**config.mk**
```make
export PLATFORM = sky130hd
export DESIGN_NAME = eku_prep
export DESIGN_NICKNAME = d
export VERILOG_FILES = /design/src/eikonal_cell_update_assert.svh /design/src/eku_pkg.sv /design/src/eku_prep.sv
export SDC_FILE = /design/constraint.sdc
export NUM_CORES = 1
export LEC_CHECK = 0
export BUFFER_PORTS_ARGS = -buffer_cell sky130_fd_sc_hd__buf_2
export CAP_MARGIN = 30
export CORE_UTILIZATION = 45
export DETAILED_ROUTE_END_ITERATION = 6
export GPL_TIMING_DRIVEN = 0
export HOLD_SLACK_MARGIN = 0.05
export PLACE_DENSITY = 0.66
export SYNTH_ARGS = -nofsm -noshare
export SYNTH_HDL_FRONTEND = slang
export SYNTH_SLANG_ARGS = --single-unit
```
**constraint.sdc**
```tcl
create_clock -name clock -period 27.7 [get_ports clock]
set_clock_uncertainty 0.05 [all_clocks]
set_input_delay 5.54 -clock clock [delete_from_list [all_inputs] [get_ports clock]]
set_output_delay 5.54 -clock clock [all_outputs]
set_load 0.005 [all_outputs]
```
**src/eikonal_cell_update_assert.svh**
```systemverilog
// Assertion macros shared by the eikonal cell update RTL.
// Depends on nothing; the including module must have clock and reset.
`ifndef EIKONAL_CELL_UPDATE_ASSERT_SVH
`define EIKONAL_CELL_UPDATE_ASSERT_SVH

// Implication in the same cycle.
`define EKU_ASSERT_NOW(label, lhs, rhs) \
   label: assert property (@(posedge clock) disable iff (reset) (lhs) |-> (rhs)) \
      else $error("eikonal cell update: same-cycle check failed");

// Implication in the next cycle.
`define EKU_ASSERT_NEXT(label, lhs, rhs) \
   label: assert property (@(posedge clock) disable iff (reset) (lhs) |=> (rhs)) \
      else $error("eikonal cell update: next-cycle check failed");

`endif

```
**src/eku_pkg.sv**
```systemverilog
// Shared types and constants of the eikonal cell update pipeline.
// No dependencies.
package eku_pkg;

   localparam int DIST_BITS = 32;
   localparam int SUM3_BITS = DIST_BITS + 2;
   localparam int RAD_BITS  = 2 * SUM3_BITS;
   localparam int ROOT_BITS = SUM3_BITS;
   localparam int TOT_BITS  = SUM3_BITS + 2;
   localparam int HALF_BITS = TOT_BITS / 2;

   // Division by three as a multiplication by the rounded-up reciprocal.
   localparam int          DIV3_SHIFT = 38;
   localparam int          DIV3_BITS  = 37;
   localparam logic [36:0] DIV3_MUL   = 37'd91625968982;

   localparam logic [DIST_BITS-1:0] CELL_SIZE_RESET = 32'd65536;

   localparam logic [1:0] COUNT_NONE  = 2'd0;
   localparam logic [1:0] COUNT_ONE   = 2'd1;
   localparam logic [1:0] COUNT_TWO   = 2'd2;
   localparam logic [1:0] COUNT_THREE = 2'd3;

   localparam logic STATUS_OK      = 1'b0;
   localparam logic STATUS_NO_KNOWN = 1'b1;

   typedef struct packed {
      logic [1:0]           count;
      logic                 neg;
      logic                 short_hit;
      logic [DIST_BITS:0]   short_val;
      logic [DIST_BITS:0]   sum2;
      logic [SUM3_BITS-1:0] sum3;
      logic [DIST_BITS:0]   base1;
   } ctl_type;

endpackage

```
**src/eku_prep.sv**
```systemverilog
// Front end: per-axis minimum, compaction of known axes, pair selection.
// Depends on eku_pkg.
module eku_prep (
   input  logic                          clock,
   input  logic                          reset,
   input  logic                          ce,
   input  logic                          in_valid,
   input  logic [6*eku_pkg::DIST_BITS-1:0] in_values,
   input  logic [5:0]                    in_known,
   input  logic [eku_pkg::DIST_BITS-1:0] dx,
   output logic                          out_valid,
   output eku_pkg::ctl_type              out_ctl,
   output logic [eku_pkg::DIST_BITS-1:0] out_p,
   output logic [eku_pkg::DIST_BITS-1:0] out_q,
   output logic [eku_pkg::DIST_BITS-1:0] out_r,
   output logic [eku_pkg::DIST_BITS-1:0] out_d
);
   localparam int DW = eku_pkg::DIST_BITS;

   logic [DW-1:0] v_in [3];
   logic [DW-1:0] v_ff [3];
   logic [1:0]    count_in, count_ff;
   logic          vld1_ff;

   always_comb begin
      logic [1:0]    cnt;
      logic [DW-1:0] lo, hi;
      cnt = 2'd0;
      for (int i = 0; i < 3; i++) v_in[i] = '0;
      for (int ax = 0; ax < 3; ax++) begin
         lo = in_values[2*ax*DW +: DW];
         hi = in_values[(2*ax+1)*DW +: DW];
         if (in_known[2*ax] || in_known[2*ax+1]) begin
            if (in_known[2*ax] && in_known[2*ax+1]) v_in[cnt] = (lo < hi) ? lo : hi;
            else if (in_known[2*ax]) v_in[cnt] = lo;
            else v_in[cnt] = hi;
            cnt = cnt + 2'd1;
         end
      end
      count_in = cnt;
   end

   always_ff @(posedge clock) begin
      if (reset) begin
         vld1_ff <= 1'b0;
      end else if (ce) begin
         vld1_ff <= in_valid;
      end
   end

   always_ff @(posedge clock) begin
      if (ce) begin
         count_ff <= count_in;
         for (int i = 0; i < 3; i++) v_ff[i] <= v_in[i];
      end
   end

   // Second stage: the pair for the two-value solve. With three axes it is
   // the fallback pair, the largest value dropped (first one on a tie).
   logic [DW-1:0]  p, q;
   logic [DW:0]    p_dx, q_dx;
   eku_pkg::ctl_type ctl_in, ctl_ff;
   logic [DW-1:0]  d_in, d_ff;
   logic [DW-1:0]  p_ff, q_ff, r_ff;
   logic           vld2_ff;

   always_comb begin
      logic [1:0]    idx;
      logic [DW-1:0] m;
      idx = 2'd0;
      m   = v_ff[0];
      if (v_ff[1] > m) begin
         idx = 2'd1;
         m   = v_ff[1];
      end
      if (v_ff[2] > m) idx = 2'd2;
      p = v_ff[0];
      q = v_ff[1];
      if (count_ff == eku_pkg::COUNT_THREE) begin
         case (idx)
            2'd0: begin
               p = v_ff[1];
               q = v_ff[2];
            end
            2'd1: begin
               p = v_ff[0];
               q = v_ff[2];
            end
            default: begin
               p = v_ff[0];
               q = v_ff[1];
            end
         endcase
      end
      p_dx = {1'b0, p} + {1'b0, dx};
      q_dx = {1'b0, q} + {1'b0, dx};
      d_in = (p > q) ? (p - q) : (q - p);
      ctl_in.count     = count_ff;
      ctl_in.neg       = 1'b0;
      ctl_in.short_hit = ({1'b0, p} >= q_dx) || ({1'b0, q} >= p_dx);
      ctl_in.short_val = ({1'b0, p} >= q_dx) ? q_dx : p_dx;
      ctl_in.sum2      = {1'b0, p} + {1'b0, q};
      ctl_in.sum3      = {2'b00, v_ff[0]} + {2'b00, v_ff[1]} + {2'b00, v_ff[2]};
      ctl_in.base1     = {1'b0, v_ff[0]} + {1'b0, dx};
   end

   always_ff @(posedge clock) begin
      if (reset) begin
         vld2_ff <= 1'b0;
      end else if (ce) begin
         vld2_ff <= vld1_ff;
      end
   end

   always_ff @(posedge clock) begin
      if (ce) begin
         ctl_ff <= ctl_in;
         d_ff   <= d_in;
         p_ff   <= v_ff[0];
         q_ff   <= v_ff[1];
         r_ff   <= v_ff[2];
      end
   end

   assign out_valid = vld2_ff;
   assign out_ctl   = ctl_ff;
   assign out_p     = p_ff;
   assign out_q     = q_ff;
   assign out_r     = r_ff;
   assign out_d     = d_ff;
endmodule

```
==> results by group <==
Logic synthesis
  – Predominant post-synthesis flop cell: edfxtp_1
  – Post-synth ARST share: 0
  – Synth Net Count: 3798
  – Netlist area before placement: 31300 um^2
  – Number of standard cells after synthesis: 3080
  – Avg Synthesized Cell Area: 10.2 um^2
  – Fraction of synthesized cell area taken by the top area cell type: 0.346
  – Number of storage elements in the synthesis netlist: 363
  – Number of enable flip-flop cells after synthesis: 361
  – Leading post-synthesis cells by cell area: edfxtp_1 35%, ha_1 18%, mux2i_1 5.7%, a21oi_1 3.9%, xnor2_1 3.2%
  – Synthesis Warnings: 0
  – Count of distinct cell types in the synthesized netlist: 83
  – Post-synthesis cell type with the largest combined area: edfxtp_1
  – Share of the yosys chip area belonging to registers: 0.348

Finish
  – NumNets Final: 4342
  – Layout Area Growth over Synthesis: 16.2%
  – Share of post-route cells with drive strength above 1: 0.183
  – Filler cells: 6384
  – Multi-input combinational cell area: 19100 um^2
  – Combined flip-flop and latch cell area: 10900 um^2

Pwr
  – Power per Cell Area: 85.5 nW/um^2
  – Power, Total: 3.11 mW
  – Worst IR drop on VDD: 0.0436 mV
  – Reported leakage power: 16.7 nW

Critical path
  – Cell type of the slowest stage on the worst timing path: nor4_1
  – Critical R2R Capture: out_ctl[133]$_DFFE_PP_
  – Classification of the worst setup path: reg2reg
  – CP arrival: 14.77 ns
  – Cell seen most often among critical-path stages: o21a_1
  – Worst Setup End Kind: register
  – Reg-to-reg slack, setup: 13.32 ns
  – Slowest stage delay, CP: 0.87 ns
  – Worst setup path endpoint: out_ctl[133]$_DFFE_PP_
  – Cells on worst reg2reg path: 45
  – Startpoint type of the worst setup path: register
  – Worst Path Max Fanout: 10
  – Launching point of the worst reg2reg path: v_ff[0][1]$_DFFE_PP_
  – Startpoint of the worst setup timing path: v_ff[0][1]$_DFFE_PP_
  – Required time of the worst setup path: 28.09 ns

STA
  – Tightest Pin Transition: 0.967 ns
  – Unrepaired setup endpoints after global routing: false
  – Worst slew margin relative to its limit: 0.349
  – Number of failing hold endpoints at the final stage: 0
  – Period Utilization, post-route: 0.519
  – Setup slack of the critical path after layout: 13.32 ns
  – Highest clock frequency the design can meet: 69.5 MHz
  – Final max-slew violation count: 0
  – Final min period: 14.38 ns
  – Setup_tns: 0 ns
  – Final setup vio count: 0

GRT
  – GRT Overall Usage: 0.289
  – Number of global-route vias before repair: 25900
  – Antenna violations before repair: 8
  – Sum of overflow across all layers after global routing: 0
  – Global-route wire length before repair: 153 mm
  – Pin count of the biggest net entering global routing: 132

Route
  – First drt pass iteration count: 5
  – DRT Wirelength: 105 mm
  – Initial DRC Count: 1872
  – Vias: 26400
  – Drc violations: 0
  – Remaining antenna violation count after routing: 0
  – Post-DR vias/cell: 5.76
  – Routed wire length per instance: 22.9 um

Clock network
  – Number of gates resized after cts: 0
  – Cell at the root of the clock tree: clkbuf_16
  – Clock transition at the registers of the reported paths: 0.06 ns
  – Clock tree from TritonCTS: done
  – Maximum clock path buffer count: 3
  – Number of buffers inserted to repair setup after CTS: 0
  – Clock net sink count: 363
  – Maximum level of the CTS H-tree: 2
  – Worst skew pair latency: 0.58 ns
  – CTS Buf Count: 40
  – Hold-fix buffers, CTS: 0

Worst hold path
  – Hold Path Depth: 2
  – Type of the tightest min-delay check: reg2reg
  – Origin of the worst min-delay path: vld1_ff$_SDFFE_PP0P_

Die
  – Die H: 266 um
  – Width of the die: 266 um
  – Floorplan die area: 70600 um^2
  – Number of I/O pins: 500
  – Core Footprint: 68700 um^2
  – FP Rows: 96
  – Effective utilization at floorplan: 0.455

Status
  – Status: finished clean

Placed design
  – DP Wirelength: 87.8 mm
  – Count of buffers inserted at the top-level ports: 498
  – Pre-CTS setup slack: 13.33 ns
  – Global placement routability congestion: 1.00

Flow run
  – Count of maximum capacitance violations: 0
[critical path, delay by kind of cell (launching register included)]
family	cells	cell delay (ns)
AO/OA/AOI/OAI	21	4.32
XOR/XNOR	1	0.16
adder cells (fa/ha/maj)	5	1.66
buffers and inverters	5	1.87
flip-flops	1	0.61
multiplexers	2	0.74
AND/OR/NAND/NOR	11	4.79
[report_power, final]
group	switching, mW	internal [mW]	total (mW)
Clock	0.231	0.313	0.544
Sequential	0.0866	0.817	0.904
Combinational	0.980	0.684	1.66
[synthesized netlist by cell type (15+ instances only)]
master	count
ha_1	445
edfxtp_1	361
inv_1	245
a21oi_1	242
nor2_1	208
mux2i_1	178
o21ai_0	145
a21o_1	119
xnor2_1	116
nand2_1	101
clkbuf_1	70
mux2_2	67
nand4_1	48
o21bai_1	47
nor3_1	44
nor2b_1	43
xor2_1	42
nand3_1	41
o21a_1	40
fa_1	39
o22ai_1	38
a221o_1	36
a22oi_1	34
o221ai_1	33
nand2b_1	32
a211oi_1	23
o211ai_1	17
a31oi_1	15
and3_1	15
[routing by layer]
layer,wire (um),track usage,up-vias
met3,7620,0.0479,204
met1,43200,0.363,12500
met4,5170,0.129,2
met5,12,0,-
li1,-,-,12700
met2,49100,0.487,1037
[sequential cells by signal (all words and copies together) (netlist names)]
| register | count |
|---|---|
| out_ctl | 136 |
| count_ff | 2 |
| out_r | 32 |
| out_d | 31 |
| out_valid | 1 |
| vld1_ff | 1 |
| out_p | 32 |
| out_q | 32 |
| v_ff | 96 |
[layout by cell type, fill, tap and decap left out, types with 14 or more instances in the layout]
| master | count |
|---|---|
| a211oi_1 | 22 |
| a21o_1 | 119 |
| a21oi_1 | 242 |
| a221o_1 | 36 |
| a22oi_1 | 34 |
| a31oi_1 | 15 |
| and3_1 | 15 |
| buf_2 | 501 |
| clkbuf_1 | 77 |
| clkbuf_16 | 41 |
| clkinv_1 | 14 |
| edfxtp_1 | 361 |
| fa_1 | 39 |
| ha_1 | 445 |
| inv_1 | 245 |
| mux2_2 | 67 |
| mux2i_1 | 178 |
| nand2_1 | 101 |
| nand2b_1 | 32 |
| nand3_1 | 41 |
| nand4_1 | 48 |
| nor2_1 | 208 |
| nor2b_1 | 43 |
| nor3_1 | 44 |
| o211ai_1 | 17 |
| o21a_1 | 40 |
| o21ai_0 | 145 |
| o21bai_1 | 47 |
| o221ai_1 | 33 |
| o22ai_1 | 38 |
| xnor2_1 | 116 |
| xor2_1 | 42 |
[how the worst min path moves through the flow]
stage | endpoint | slack [ns]
5_1_grt | out_valid$_SDFFE_PP0P_ | 0.48
3_5_place_dp | vld1_ff$_SDFFE_PP0P_ | 0.45
6_report | out_valid$_SDFFE_PP0P_ | 0.46
2_1_floorplan | out_q[0]$_DFFE_PP_ | 0.40
3_3_place_gp | out_valid$_SDFFE_PP0P_ | 0.42
4_1_cts | out_valid$_SDFFE_PP0P_ | 0.46
[through the flow]
step | instances | hold slack (ns) | area [um^2] | util
3_3_place_gp | 4509 | 0.420 | 34900 | 0.509
3_5_place_dp | 4513 | 0.447 | 35000 | 0.510
5_1_grt | 4589 | 0.476 | 36400 | 0.529
2_1_floorplan | 3080 | 0.399 | 31300 | -
6_report | 4589 | 0.458 | 36400 | 0.529
4_1_cts | 4586 | 0.461 | 36400 | 0.529
[cells by family after synthesis]
logic type,Yosys count,share of synthesized area
buffers and inverters,342,0.0421
other,1,0.000120
AO/OA/AOI/OAI,892,0.189
XOR/XNOR,158,0.0442
adder cells (fa/ha/maj),485,0.203
AND/OR/NAND/NOR,593,0.0917
multiplexers,246,0.0814
flip-flops,363,0.348
[layout make-up]
type	instances	area share
diodes	3	0.000206
plain buffers	87	0.00991
clock buffers	48	0.0289
clock inverters	25	0.00777
inverters	255	0.0263
multi-input cells	2375	0.525
flip-flops and latches	363	0.299
well taps	931	0.0320
repair buffers	502	0.0707
Note: power is estimated with default switching activity, not from simulation.
