===== config.mk =====
export PLATFORM = sky130hd
export DESIGN_NAME = eku_finish
export DESIGN_NICKNAME = d
export VERILOG_FILES = /design/src/eikonal_cell_update_assert.svh /design/src/eku_pkg.sv /design/src/eku_finish.sv
export SDC_FILE = /design/constraint.sdc
export NUM_CORES = 1
export LEC_CHECK = 0
export BUFFER_PORTS_ARGS = -buffer_cell sky130_fd_sc_hd__buf_2
export CAP_MARGIN = 30
export CORE_AREA = 2 2 256 258
export CTS_CLUSTER_DIAMETER = 30
export DETAILED_ROUTE_END_ITERATION = 8
export DIE_AREA = 0 0 258 260
export PLACE_DENSITY_LB_ADDON = 0.12
export SKIP_LAST_GASP = 1
export SYNTH_ARGS = -nofsm -noshare
export SYNTH_HDL_FRONTEND = slang
export SYNTH_SLANG_ARGS = --single-unit

===== constraint.sdc =====
create_clock -name clock -period 19.3 [get_ports clock]
set_clock_uncertainty 0.1 [all_clocks]
set_input_delay 0.965 -clock clock [delete_from_list [all_inputs] [get_ports clock]]
set_output_delay 0.965 -clock clock [all_outputs]
set_load 0.03 [all_outputs]

===== src/eikonal_cell_update_assert.svh =====
// Assertion macros shared by the eikonal cell update RTL.
// Depends on nothing; the including module must have clock and reset.
`ifndef EIKONAL_CELL_UPDATE_ASSERT_SVH
`define EIKONAL_CELL_UPDATE_ASSERT_SVH

// Implication in the same cycle.
`define EKU_ASSERT_NOW(label, lhs, rhs) \
   label: assert property (@(posedge clock) disable iff (reset) (lhs) |-> (rhs)) \
      else $error("eikonal cell update: same-cycle check failed");

// Implication in the next cycle.
`define EKU_ASSERT_NEXT(label, lhs, rhs) \
   label: assert property (@(posedge clock) disable iff (reset) (lhs) |=> (rhs)) \
      else $error("eikonal cell update: next-cycle check failed");

`endif


===== src/eku_pkg.sv =====
// Shared types and constants of the eikonal cell update pipeline.
// No dependencies.
package eku_pkg;

   localparam int DIST_BITS = 32;
   localparam int SUM3_BITS = DIST_BITS + 2;
   localparam int RAD_BITS  = 2 * SUM3_BITS;
   localparam int ROOT_BITS = SUM3_BITS;
   localparam int TOT_BITS  = SUM3_BITS + 2;
   localparam int HALF_BITS = TOT_BITS / 2;

   // Division by three as a multiplication by the rounded-up reciprocal.
   localparam int          DIV3_SHIFT = 38;
   localparam int          DIV3_BITS  = 37;
   localparam logic [36:0] DIV3_MUL   = 37'd91625968982;

   localparam logic [DIST_BITS-1:0] CELL_SIZE_RESET = 32'd65536;

   localparam logic [1:0] COUNT_NONE  = 2'd0;
   localparam logic [1:0] COUNT_ONE   = 2'd1;
   localparam logic [1:0] COUNT_TWO   = 2'd2;
   localparam logic [1:0] COUNT_THREE = 2'd3;

   localparam logic STATUS_OK      = 1'b0;
   localparam logic STATUS_NO_KNOWN = 1'b1;

   typedef struct packed {
      logic [1:0]           count;
      logic                 neg;
      logic                 short_hit;
      logic [DIST_BITS:0]   short_val;
      logic [DIST_BITS:0]   sum2;
      logic [SUM3_BITS-1:0] sum3;
      logic [DIST_BITS:0]   base1;
   } ctl_type;

endpackage


===== src/eku_finish.sv =====
// Back end: final sum, halving or division by three, selection, saturation.
// Depends on eku_pkg. Its last stage is the output register.
module eku_finish (
   input  logic                          clock,
   input  logic                          reset,
   input  logic                          ce,
   input  logic                          in_valid,
   input  eku_pkg::ctl_type              in_ctl,
   input  logic [eku_pkg::ROOT_BITS-1:0] in_root,
   output logic                          out_valid,
   output logic [eku_pkg::DIST_BITS-1:0] out_distance,
   output logic                          out_status
);
   localparam int DW = eku_pkg::DIST_BITS;
   localparam int TW = eku_pkg::TOT_BITS;
   localparam int HW = eku_pkg::HALF_BITS;
   localparam int MW = eku_pkg::DIV3_BITS;
   localparam int PW = HW + MW;
   localparam int QW = PW + HW;

   logic             sel3_in, sel3_ff, sel3b_ff;
   logic [TW-1:0]    tot_in, tot_ff;
   eku_pkg::ctl_type ctl1_ff, ctl2_ff;
   logic             vld1_ff, vld2_ff;

   always_comb begin
      sel3_in = (in_ctl.count == eku_pkg::COUNT_THREE) && !in_ctl.neg;
      if (sel3_in) tot_in = TW'(in_ctl.sum3) + TW'(in_root);
      else tot_in = TW'(in_ctl.sum2) + TW'(in_root);
   end

   always_ff @(posedge clock) begin
      if (ce) begin
         tot_ff  <= tot_in;
         sel3_ff <= sel3_in;
         ctl1_ff <= in_ctl;
      end
   end

   // Two partial products of the reciprocal multiply.
   logic [PW-1:0] ph_ff, pl_ff;
   logic [TW-2:0] half_ff;

   always_ff @(posedge clock) begin
      if (ce) begin
         ph_ff    <= tot_ff[TW-1:HW] * eku_pkg::DIV3_MUL;
         pl_ff    <= tot_ff[HW-1:0] * eku_pkg::DIV3_MUL;
         half_ff  <= tot_ff[TW-1:1];
         sel3b_ff <= sel3_ff;
         ctl2_ff  <= ctl1_ff;
      end
   end

   logic [QW-1:0]   prod;
   logic [TW-1:0]   pick;
   logic [DW-1:0]   dist_in, dist_ff;
   logic            status_in, status_ff;
   logic            vld3_ff;

   always_comb begin
      prod = (QW'(ph_ff) << HW) + QW'(pl_ff);
      if (sel3b_ff) pick = TW'(prod >> eku_pkg::DIV3_SHIFT);
      else if (ctl2_ff.short_hit) pick = TW'(ctl2_ff.short_val);
      else pick = TW'(half_ff);
      if (ctl2_ff.count == eku_pkg::COUNT_ONE) pick = TW'(ctl2_ff.base1);
      status_in = eku_pkg::STATUS_OK;
      if (ctl2_ff.count == eku_pkg::COUNT_NONE) begin
         dist_in   = '0;
         status_in = eku_pkg::STATUS_NO_KNOWN;
      end else if (pick[TW-1:DW] != '0) begin
         dist_in = '1;
      end else begin
         dist_in = pick[DW-1:0];
      end
   end

   always_ff @(posedge clock) begin
      if (ce) begin
         dist_ff   <= dist_in;
         status_ff <= status_in;
      end
   end

   always_ff @(posedge clock) begin
      if (reset) begin
         vld1_ff <= 1'b0;
         vld2_ff <= 1'b0;
         vld3_ff <= 1'b0;
      end else if (ce) begin
         vld1_ff <= in_valid;
         vld2_ff <= vld1_ff;
         vld3_ff <= vld2_ff;
      end
   end

   assign out_valid    = vld3_ff;
   assign out_distance = dist_ff;
   assign out_status   = status_ff;
endmodule


==> results.md, run 1 <==
- Initial DRC count: 1,205
- Global Route met3 Usage: 4.064%
- Initial antenna violation count: 3
- Worst hold path type: reg2reg
- Placed cells: 3,351
- Least-Margin Pin Slew: 1.039 ns
- Sequential area share after synthesis: 38.36%
- Synthesized Nets: 3,028
- Post-route ant nets: 0
- First-pass DRT Iterations: 4
- Clk pin slew, worst setup/hold paths: 0.05 ns
- H-tree Lvls: 3
- Unrepaired setup endpoints after global routing: no
- F_max: 142.6 MHz
- Row cnt: 93
- Max-slew violations: 0
- Chip Height: 260 um
- Synth Cell Area: 26,070 um2
- Number of buffers created by CTS: 83
- Syn Inst Count: 2,326
- Vias: 17,906
- Post-Synth XOR/XNOR Area: 3.864%
- Most numerous cell in the Yosys netlist: inv_1
- Setup violations, final: 0
- Fin nets: 3,284
- Core footprint: 64,120 um2
- Dominant synthesized flop cell: edfxtp_1
- CP cell instances: ha_1, fa_1, inv_1, fa_1, fa_1, fa_1, fa_1, inv_1, ha_1, a21o_1, a21o_1, a21oi_1, o21ai_0, nor4_1, nor2_1, a21o_1, o41ai_2, o21ai_0, xor2_1
- Worst path slowest cell: fa_1
- GRT Max-Usage Layer: met2
- Tmin final: 7.015 ns
- Synth area leaders: edfxtp_1 38%, ha_1 16%, fa_1 15%, inv_1 5.2%, a21oi_1 3.1%
- Clock buffer depth: 3
- Max transition margin: 30.74%
- HPWL Detailed: 51,120 um
- GP Congestion: 0.8787
- IO Count: 209
- Part of the cycle the worst path needs: 36.35%
- Yosys warns: 0
- All-layer global routing usage: 19.46%
- Synth area leader: edfxtp_1
- Pin count of the biggest net entering global routing: 183
- Simple-Gate Fraction of Synth Area: 8.274%
- Number of synthesized register bits: 334
- Synth Area in Adders: 31.08%
- Final hold violation count: 0
- Mux cell area share after synthesis: 1.214%
- Crit end category: register
- Outcome: complete, no violations
- CTS tree: built
- Syn Area/Cell: 11.21 um2
- Yosys cell types: 71
- First-pass GRT wire length: 101,400 um
- Die ar.: 67,080 um2
- TNS Setup: 0 ns
- Die X: 258 um
- CTS Hold Buffers Added: 0
- DRC viols: 0
- Clk Latency, worst-skew pair: 0.62 ns
- Arr. time, crit path: 7.28 ns
- CP Launch Type: register
- Clk sinks: 334
- CP max FO: 12
- Largest family of logic cells by synthesized area: adder cells
- Met1 Track Usage GR: 27.70%
- Max Cap Viol: 0
- Clock tree root driver cell: clkbuf_16
- Setup bufs post-CTS: 0
- Vias in the first global route: 18,607
- IO buf count: 208
- DR WL/cell: 18.22 um
- Max incr delay on CP: 0.65 ns
- Initial core utilization: 40.66%
- Synth top cells by count: 364 x inv_1, 331 x edfxtp_1, 326 x ha_1
- Critical Path Most Common Cell: fa_1
- Fin cells: 3,510
- Filler Cell Count: 5,815
- Complex-gate fraction of the synthesized area: 11.17%
- Global route overflow: 0
- Worst EP required: 19.57 ns
- Post-CTS Resized: 0
- Post-synth EDFFs: 331
- Share of post-route cells with drive strength above 1: 14.62%
- GRT met2 Usage: 29.83%
- Routed WL: 63,940 um
- Critical path class: reg2reg
- Top cell type's share of synthesized area: 38.13%
- Share of flip-flops with an asynchronous set or reset: 0%
- Layout area overhead: 19.38%
- Via density: 5.101
==> cells in the final DEF, fill, tap and decap left out, types with 13 or more instances in the layout <==
cell type / instances
inv_1: 364
edfxtp_1: 331
ha_1: 326
buf_2: 207
fa_1: 201
nand2_1: 186
a21oi_1: 163
clkbuf_16: 84
nor2_1: 81
xnor2_1: 76
o21ai_0: 68
a21o_1: 56
xor2_1: 39
nand3_1: 33
nor2b_1: 27
mux2i_1: 26
a211oi_1: 25
nor3_1: 21
o21bai_1: 21
nand4_1: 19
and3_1: 17
o21a_1: 17
bufinv_16: 15
and2_1: 14
o211ai_1: 13
a31oi_1: 13
==> through the flow <==
| step | instance area [um2] | util (%) | worst slack [ns] | hold WS (ns) |
|---|---|---|---|---|
| global route | 31120 | 48.54 | 11.81 | 0.3173 |
| global placement | 28050 | 43.74 | 12.56 | 0.3032 |
| finish | 31120 | 48.54 | 12.29 | 0.3090 |
| floorplan | 26070 | - | 13.06 | 0.3003 |
| detailed placement | 28070 | 43.79 | 12.38 | 0.3045 |
| CTS | 31090 | 48.49 | 12.34 | 0.3050 |
==> cell families (layout without fill, tap and decap cells) <==
kind of cell / Yosys count / in the layout
flip-flops: 334 / 334
other: 0 / 2
XOR/XNOR: 115 / 115
buffers and inverters: 410 / 737
AO/OA/AOI/OAI: 457 / 457
multiplexers: 31 / 31
AND/OR/NAND/NOR: 452 / 452
adder cells (fa/ha/maj): 527 / 527
==> critical path, delay by kind of cell (launching register included) <==
| family | cells | cell delay [ns] |
|---|---|---|
| buf+inv | 2 | 0.14 |
| simple gates | 2 | 0.61 |
| xor+xnor | 1 | 0.17 |
| compound gates | 7 | 1.62 |
| flops | 1 | 0.45 |
| fa+ha+maj | 7 | 3.69 |
==> sequential cells by signal, summed over array words and instances (netlist names) <==
signal / count
out_status: 1
out_valid: 1
out_distance: 32
sel3_ff: 1
ctl1_ff: 69
sel3b_ff: 1
half_ff: 33
tot_ff: 35
vld2_ff: 1
pl_ff: 36
ctl2_ff: 69
ph_ff: 54
vld1_ff: 1
==> path summary, 6_finish.rpt <==
path,from,end,slack [ns],cells past startpoint
setup reg to reg,tot_ff[3],pl_ff[53],12.29,19
hold reg to reg,ctl1_ff[27],ctl2_ff[27],0.31,0
hold / removal,ctl1_ff[27],ctl2_ff[27],0.31,0
setup / recovery,tot_ff[3],pl_ff[53],12.29,19
==> area by class of cell <==
class	count	area [um2]	area share, %
Antenna cell	2	5.005	0.01608
Clock buffer	88	2117	6.802
Clock inverter	68	899.6	2.890
Inverter	366	1374	4.414
Multi-Input combinational cell	1582	14500	46.60
Sequential cell	334	10000	32.13
Tap cell	855	1070	3.437
Timing Repair Buffer	215	1156	3.715
==> per-layer routing <==
metal | part of all wire [%] | up-vias
met5 | 0 | -
met4 | 2.6 | 0
met3 | 6.1 | 98
met2 | 43 | 497
met1 | 48 | 8623
li1 | - | 8688
Power of run 1 is not shown: default switching activity piles up to over one toggle a cycle in this logic, so the estimate is an artifact.
==> run 2: changes to the inputs <==
--- a/config.mk
+++ b/config.mk
@@ -5,12 +5,13 @@
 export SDC_FILE = /design/constraint.sdc
 export NUM_CORES = 1
 export LEC_CHECK = 0
+export ABC_AREA = 1
 export BUFFER_PORTS_ARGS = -buffer_cell sky130_fd_sc_hd__buf_2
 export CAP_MARGIN = 30
-export CORE_AREA = 2 2 256 258
+export CORE_AREA = 2 2 271 273
 export CTS_CLUSTER_DIAMETER = 30
 export DETAILED_ROUTE_END_ITERATION = 8
-export DIE_AREA = 0 0 258 260
+export DIE_AREA = 0 0 273 275
 export PLACE_DENSITY_LB_ADDON = 0.12
 export SKIP_LAST_GASP = 1
 export SYNTH_ARGS = -nofsm -noshare
==> constraint.sdc (replaced) <==
create_clock -name clock -period 7.03 [get_ports clock]
set_clock_uncertainty 0.1 [all_clocks]
set_input_delay 0.3515 -clock clock [delete_from_list [all_inputs] [get_ports clock]]
set_output_delay 0.3515 -clock clock [all_outputs]
set_load 0.03 [all_outputs]
==> results.md, run 2 <==
- Outcome: complete, no violations (unchanged)
- Largest family of logic cells by synthesized area: adder cells (unchanged)
- Vias: 22,899 (was 17,906)
- Final design utilization: 48.54% (about the same)
- Row cnt: 99 (was 93)
- Fin nets: 4,362 (was 3,284)
- Initial DRC count: 1,358 (was 1,205)
- Area occupied by registers: 10000 um2 (unchanged)
- Syn Area/Cell: 8.853 um2 (was 11.21 um2)
- Largest regs: ctl1_ff x69, ctl2_ff x69, ph_ff x54 (unchanged)
- Post-route cell area: 35,110 um2 (was 31,120 um2)
- First-pass DRT Iterations: 5 (was 4)
- Synth top cells by count: 801 x nand2_1, 602 x inv_1, 331 x edfxtp_1 (was 364 x inv_1, 331 x edfxtp_1, 326 x ha_1)
- Clock buffer depth: 3 (unchanged)
- Clk sinks: 334 (unchanged)
- Die X: 273 um (was 258 um)
- CP delay by family, top: adder cells (unchanged)
- Max-slew violations: 0 (unchanged)
- Number of synthesized register bits: 334 (unchanged)
- DRC viols: 0 (unchanged)
- HPWL Detailed: 71,420 um (was 51,120 um)
- Share of flip-flops with an asynchronous set or reset: 0% (unchanged)
- Share of post-route cells with drive strength above 1: 12.31% (was 14.62%)
- Vias in the first global route: 23,695 (was 18,607)
- Post-synth EDFFs: 331 (unchanged)
- Most numerous cell in the Yosys netlist: nand2_1 (was inv_1)
- Layout area overhead: 19.39% (was 19.38%)
- Synth Cell Area: 29,410 um2 (was 26,070 um2)
- Arr. time, crit path: 6.60 ns (was 7.28 ns)
- Dominant synthesized flop cell: edfxtp_1 (unchanged)
- Routed WL: 86,390 um (was 63,940 um)
- Number of buffers created by CTS: 84 (was 83)
- Die ar.: 75,080 um2 (was 67,080 um2)
- Part of the cycle the worst path needs: 90.12% (was 36.35%)
- CP max FO: 12 (unchanged)
- Yosys cell types: 54 (was 71)
- Critical Path Most Common Cell: fa_1 (unchanged)
- Mux cell area share after synthesis: 0% (was 1.214%)
- All-layer global routing usage: 23.30% (was 19.46%)
- CP cell instances: ha_1, fa_1, inv_1, fa_1, fa_1, fa_1, fa_1, inv_1, ha_1, nand2_1, nor4_1, nand4_1, o211ai_1, a21oi_1, xnor2_1 (was ha_1, fa_1, inv_1, fa_1, fa_1, fa_1, fa_1, inv_1, ha_1, a21o_1, a21o_1, a21oi_1, o21ai_0, nor4_1, nor2_1, a21o_1, o41ai_2, o21ai_0, xor2_1)
- Post-Synth XOR/XNOR Area: 3.365% (was 3.864%)
- TNS Setup: 0 ns (unchanged)
- Synth area leaders: edfxtp_1 34%, ha_1 14%, fa_1 14%, nand2_1 10%, inv_1 7.7% (was edfxtp_1 38%, ha_1 16%, fa_1 15%, inv_1 5.2%, a21oi_1 3.1%)
- Simple-Gate Fraction of Synth Area: 18.52% (was 8.274%)
- Pin count of the biggest net entering global routing: 173 (was 183)
- Post-route ant nets: 0 (unchanged)
- IO Count: 209 (unchanged)
- Max Cap Viol: 0 (unchanged)
- N_diodes: 0 (was 2)
- Clk Latency, worst-skew pair: 0.63 ns (was 0.62 ns)
- Filler Cell Count: 7,018 (was 5,815)
- Unrepaired setup endpoints after global routing: no (unchanged)
- Final hold violation count: 0 (unchanged)
- CP Launch Type: register (unchanged)
- Multi-input logic area: 16,830 um2 (was 14,500 um2)
- Critical path class: reg2reg (unchanged)
- Initial core utilization: 40.65% (was 40.66%)
- First-pass GRT wire length: 133,900 um (was 101,400 um)
- GP Congestion: 0.9657 (was 0.8787)
- Yosys warns: 0 (unchanged)
- Synth Area in Adders: 27.55% (was 31.08%)
- Via density: 4.886 (was 5.101)
- Worst path slowest cell: ha_1 (was fa_1)
- Max transition margin: 32.52% (was 30.74%)
- Clock tree root driver cell: clkbuf_16 (unchanged)
- Max incr delay on CP: 0.67 ns (was 0.65 ns)
- Sequential area share after synthesis: 34.00% (was 38.36%)
- CP bufs+invs: 2 (unchanged)
- DP Area: 31,550 um2 (was 28,070 um2)
- Chip Height: 275 um (was 260 um)
- F_max: 157.8 MHz (was 142.6 MHz)
- Clk pin slew, worst setup/hold paths: 0.05 ns (about the same)
- CTS tree: built (unchanged)
- Worst hold path type: in2reg (was reg2reg)
- H-tree Lvls: 3 (unchanged)
- Least-Margin Pin Slew: 1.012 ns (was 1.039 ns)
- Setup bufs post-CTS: 0 (unchanged)
- Tmin final: 6.336 ns (was 7.015 ns)
- Synth area leader: edfxtp_1 (unchanged)
- IO buf count: 208 (unchanged)
- Initial antenna violation count: 4 (was 3)
- Core footprint: 72,340 um2 (was 64,120 um2)
- Most frequent cells in the layout: 801 x nand2_1, 602 x inv_1, 331 x edfxtp_1, 326 x ha_1, 218 x a21oi_1 (was 364 x inv_1, 331 x edfxtp_1, 326 x ha_1, 207 x buf_2, 201 x fa_1)
- Setup violations, final: 0 (unchanged)
- Syn Inst Count: 3,322 (was 2,326)
- Worst EP required: 7.30 ns (was 19.57 ns)
- Top cell type's share of synthesized area: 33.80% (was 38.13%)
- DR WL/cell: 18.43 um (was 18.22 um)
- Commonest non-fill, non-tap cell in the layout: nand2_1 (was inv_1)
- Fin Hold WS: 0.07748 ns (was 0.3090 ns)
- Global route overflow: 0 (unchanged)
- Complex-gate fraction of the synthesized area: 7.765% (was 11.17%)
- Synthesized Nets: 4,024 (was 3,028)
- Crit end category: register (unchanged)
## run 2: final timing paths
kind / start / endpoint / slack (ns) / depth (start not counted)
setup / recovery: tot_ff[3] / pl_ff[42] / 0.69 / 15
hold / removal: ce / pl_ff[42] / 0.08 / 1
setup reg to reg: tot_ff[3] / pl_ff[42] / 0.69 / 15
hold reg to reg: ctl1_ff[135] / ctl2_ff[135] / 0.31 / 0
## run 2: logic make-up after synthesis
group / after synthesis
AOI/OAI and AO/OA: 412
adders and majority gates: 527
DFF: 334
and+or+nand+nor: 1270
buffers and inverters: 666
xor gates and xnor gates: 113
## run 2: worst reg2reg max path: cells and delay by family, from the launching register on
family	cells	cell delay [ns]
simple gates	3	0.84
compound gates	2	0.49
xor+xnor	1	0.14
flops	1	0.45
fa+ha+maj	7	3.92
buf+inv	2	0.14
## run 2: per-stage QoR
step                      cells  setup WS (ns)
after floorplan            3322          1.478
after global placement     4459         0.9139
after detailed placement   4460         0.7357
after CTS                  4687         0.7673
after global routing       4687         0.3277
final                      4687         0.6944
## run 2: layer usage
metal	GRT usage, %	share of wire, %
met5	0	0
met3	2.907	4.6
met1	31.65	47
met4	7.104	2.6
met2	38.93	46
## run 2: final cells by class
type                            instances  share of cell area, %
Clock buffer                           98                  6.197
Clock inverter                         56                  1.874
Inverter                              625                  6.682
Multi-Input combinational cell       2322                  47.93
Sequential cell                       334                  28.48
Tap cell                              959                  3.417
Timing Repair Buffer                  293                  5.424
## run 2: repair_timing
item                      4_1_cts  5_1_grt
hold buffers                   73        0
gates resized for setup         0        0
hold endpoints to repair       74        0
Power of run 2 is left out for the same reason.
==> run 3: changes to the inputs <==
--- a/config.mk
+++ b/config.mk
@@ -5,13 +5,13 @@
 export SDC_FILE = /design/constraint.sdc
 export NUM_CORES = 1
 export LEC_CHECK = 0
-export ABC_AREA = 1
+export ABC_AREA = 0
 export BUFFER_PORTS_ARGS = -buffer_cell sky130_fd_sc_hd__buf_2
 export CAP_MARGIN = 30
-export CORE_AREA = 2 2 271 273
+export CORE_AREA = 2 2 256 258
 export CTS_CLUSTER_DIAMETER = 30
 export DETAILED_ROUTE_END_ITERATION = 8
-export DIE_AREA = 0 0 273 275
+export DIE_AREA = 0 0 258 260
 export PLACE_DENSITY_LB_ADDON = 0.12
 export SKIP_LAST_GASP = 1
 export SYNTH_ARGS = -nofsm -noshare
==> results.md, run 3 (synthesis results as in run 1) <==
- Final hold violation count: 0 (unchanged)
- Worst path slowest cell: fa_1 (was ha_1)
- CP cell instances: ha_1, fa_1, fa_1, inv_1, fa_1, inv_1, fa_1, inv_1, fa_1, inv_1, ha_1, a21o_1, a21o_1, a21oi_1, nand3_1, a21oi_1, o21ai_0, nand4_1, nand2_1, and4b_1, or4_1 (was ha_1, fa_1, inv_1, fa_1, fa_1, fa_1, fa_1, inv_1, ha_1, nand2_1, nor4_1, nand4_1, o211ai_1, a21oi_1, xnor2_1)
- Worst hold path type: in2reg (unchanged)
- Fin nets: 3,366 (was 4,362)
- Commonest non-fill, non-tap cell in the layout: inv_1 (was nand2_1)
- H-tree Lvls: 3 (unchanged)
- Largest regs: ctl1_ff x69, ctl2_ff x69, ph_ff x54 (unchanged)
- DRC viols: 0 (unchanged)
- Clock tree root driver cell: clkbuf_16 (unchanged)
- CP max FO: 5 (was 12)
- Hold_sp: in_root[1] (was ce)
- GP Congestion: 0.9175 (was 0.9657)
- Max Cap Viol: 0 (unchanged)
- Tmin final: 6.653 ns (was 6.336 ns)
- Max transition margin: 33.52% (was 32.52%)
- Post-route ant nets: 0 (unchanged)
- Clock buffer depth: 3 (unchanged)
- Clk sinks: 334 (unchanged)
- Crit end category: register (unchanged)
- Via density: 5.026 (was 4.886)
- Arr. time, crit path: 6.89 ns (was 6.60 ns)
- Hold Path Stages: 2 (was 1)
- Initial DRC count: 981 (was 1,358)
- Routed WL: 64,450 um (was 86,390 um)
- Row cnt: 93 (was 99)
- IO buf count: 208 (unchanged)
- CP delay by family, top: adder cells (unchanged)
- Flop2flop setup slack: 0.38 ns (was 0.69 ns)
- Global route overflow: 0 (unchanged)
- Initial core utilization: 40.66% (was 40.65%)
- Initial antenna violation count: 5 (was 4)
- CP bufs+invs: 4 (was 2)
- First-pass DRT Iterations: 5 (unchanged)
- HPWL Detailed: 51,530 um (was 71,420 um)
- Worst EP required: 7.27 ns (was 7.30 ns)
- F_max: 150.3 MHz (was 157.8 MHz)
- Most frequent cells in the layout: 364 x inv_1, 331 x edfxtp_1, 326 x ha_1, 207 x buf_2, 201 x fa_1 (was 801 x nand2_1, 602 x inv_1, 331 x edfxtp_1, 326 x ha_1, 218 x a21oi_1)
- First-pass GRT wire length: 102,000 um (was 133,900 um)
- Die ar.: 67,080 um2 (was 75,080 um2)
- Unrepaired setup endpoints after global routing: yes (was no)
- N_diodes: 0 (unchanged)
- R2r worst-path depth: 21 (was 15)
- Reg2reg start: tot_ff[23] (was tot_ff[3])
- Clk pin slew, worst setup/hold paths: 0.04 ns (was 0.05 ns)
- Critical path class: reg2reg (unchanged)
- Core footprint: 64,120 um2 (was 72,340 um2)
- Max incr delay on CP: 0.65 ns (was 0.67 ns)
- Chip Height: 260 um (was 275 um)
- Vias in the first global route: 18,753 (was 23,695)
- All-layer global routing usage: 19.54% (was 23.30%)
- Share of post-route cells with drive strength above 1: 14.13% (was 12.31%)
- Part of the cycle the worst path needs: 94.63% (was 90.12%)
- Max-slew violations: 0 (unchanged)
- Outcome: complete, no violations (unchanged)
- Hold EP: tot_ff[1] (was pl_ff[42])
- Critical Path Most Common Cell: fa_1 (unchanged)
- Critical R2R Capture: ph_ff[54] (was pl_ff[42])
- Vias: 18,030 (was 22,899)
- Layout area overhead: 21.46% (was 19.39%)
- Final design utilization: 49.39% (was 48.54%)
- Least-Margin Pin Slew: 0.9969 ns (was 1.012 ns)
- CTS tree: built (unchanged)
- CP Launch Type: register (unchanged)
- Setup violations, final: 0 (unchanged)
- DR WL/cell: 17.97 um (was 18.43 um)
- IO Count: 209 (unchanged)
- Pin count of the biggest net entering global routing: 155 (was 173)
- Number of buffers created by CTS: 82 (was 84)
- Placed cells: 3,363 (was 4,460)
- Fin cells: 3,587 (was 4,687)
- Die X: 258 um (was 273 um)
- Clk Latency, worst-skew pair: 0.61 ns (was 0.63 ns)
## run 3: cell type report
| type | instances | area [um2] |
|---|---|---|
| sequential | 334 | 10000 |
| tap | 855 | 1070 |
| inverter | 366 | 1374 |
| fill | 5750 | 32450 |
| clock inverter | 55 | 658.1 |
| timing repair buffer | 298 | 1947 |
| clock buffer | 97 | 2108 |
| multi-input combinational | 1582 | 14510 |
## run 3: worst max-delay path by stage
stage,from,to,slack (ns),cells after the start
final,tot_ff[23],ph_ff[54],0.38,21
after global routing,tot_ff[14],pl_ff[42],-0.01,20
after floorplan,tot_ff[14],pl_ff[42],0.79,21
after global placement,tot_ff[3],pl_ff[52],0.34,20
after detailed placement,tot_ff[3],pl_ff[52],0.26,20
after CTS,tot_ff[3],pl_ff[52],0.23,20
## run 3: routing by layer
| layer | global-route usage, % | vias up | part of all wire, % |
|---|---|---|---|
| met5 | 0 | - | 0.012 |
| met4 | 5.507 | 2 | 1.9 |
| met3 | 4.142 | 80 | 6.0 |
| met2 | 30.79 | 472 | 45 |
| met1 | 27.24 | 8623 | 47 |
| li1 | - | 8853 | - |
## run 3: stage by stage
stage	TNS, ns	setup WS [ns]	area, um2	hold slack (ns)
2_1_floorplan	0	0.7916	26070	0.3003
3_3_place_gp	0	0.3401	28130	0.3027
3_5_place_dp	0	0.2623	28170	0.3045
4_1_cts	0	0.2322	31660	0.004547
5_1_grt	-0.01485	-0.01485	31670	0.03892
6_report	0	0.3772	31670	0.03354
## run 3: what timing repair did
action / CTS / global route
gates resized for setup: 0 / 1
setup buffers: 0 / 0
endpoints found under the hold margin: 73 / 0
hold buffers: 72 / 0
setup endpoints to repair: 0 / 6
Power of run 3 is left out for the same reason.
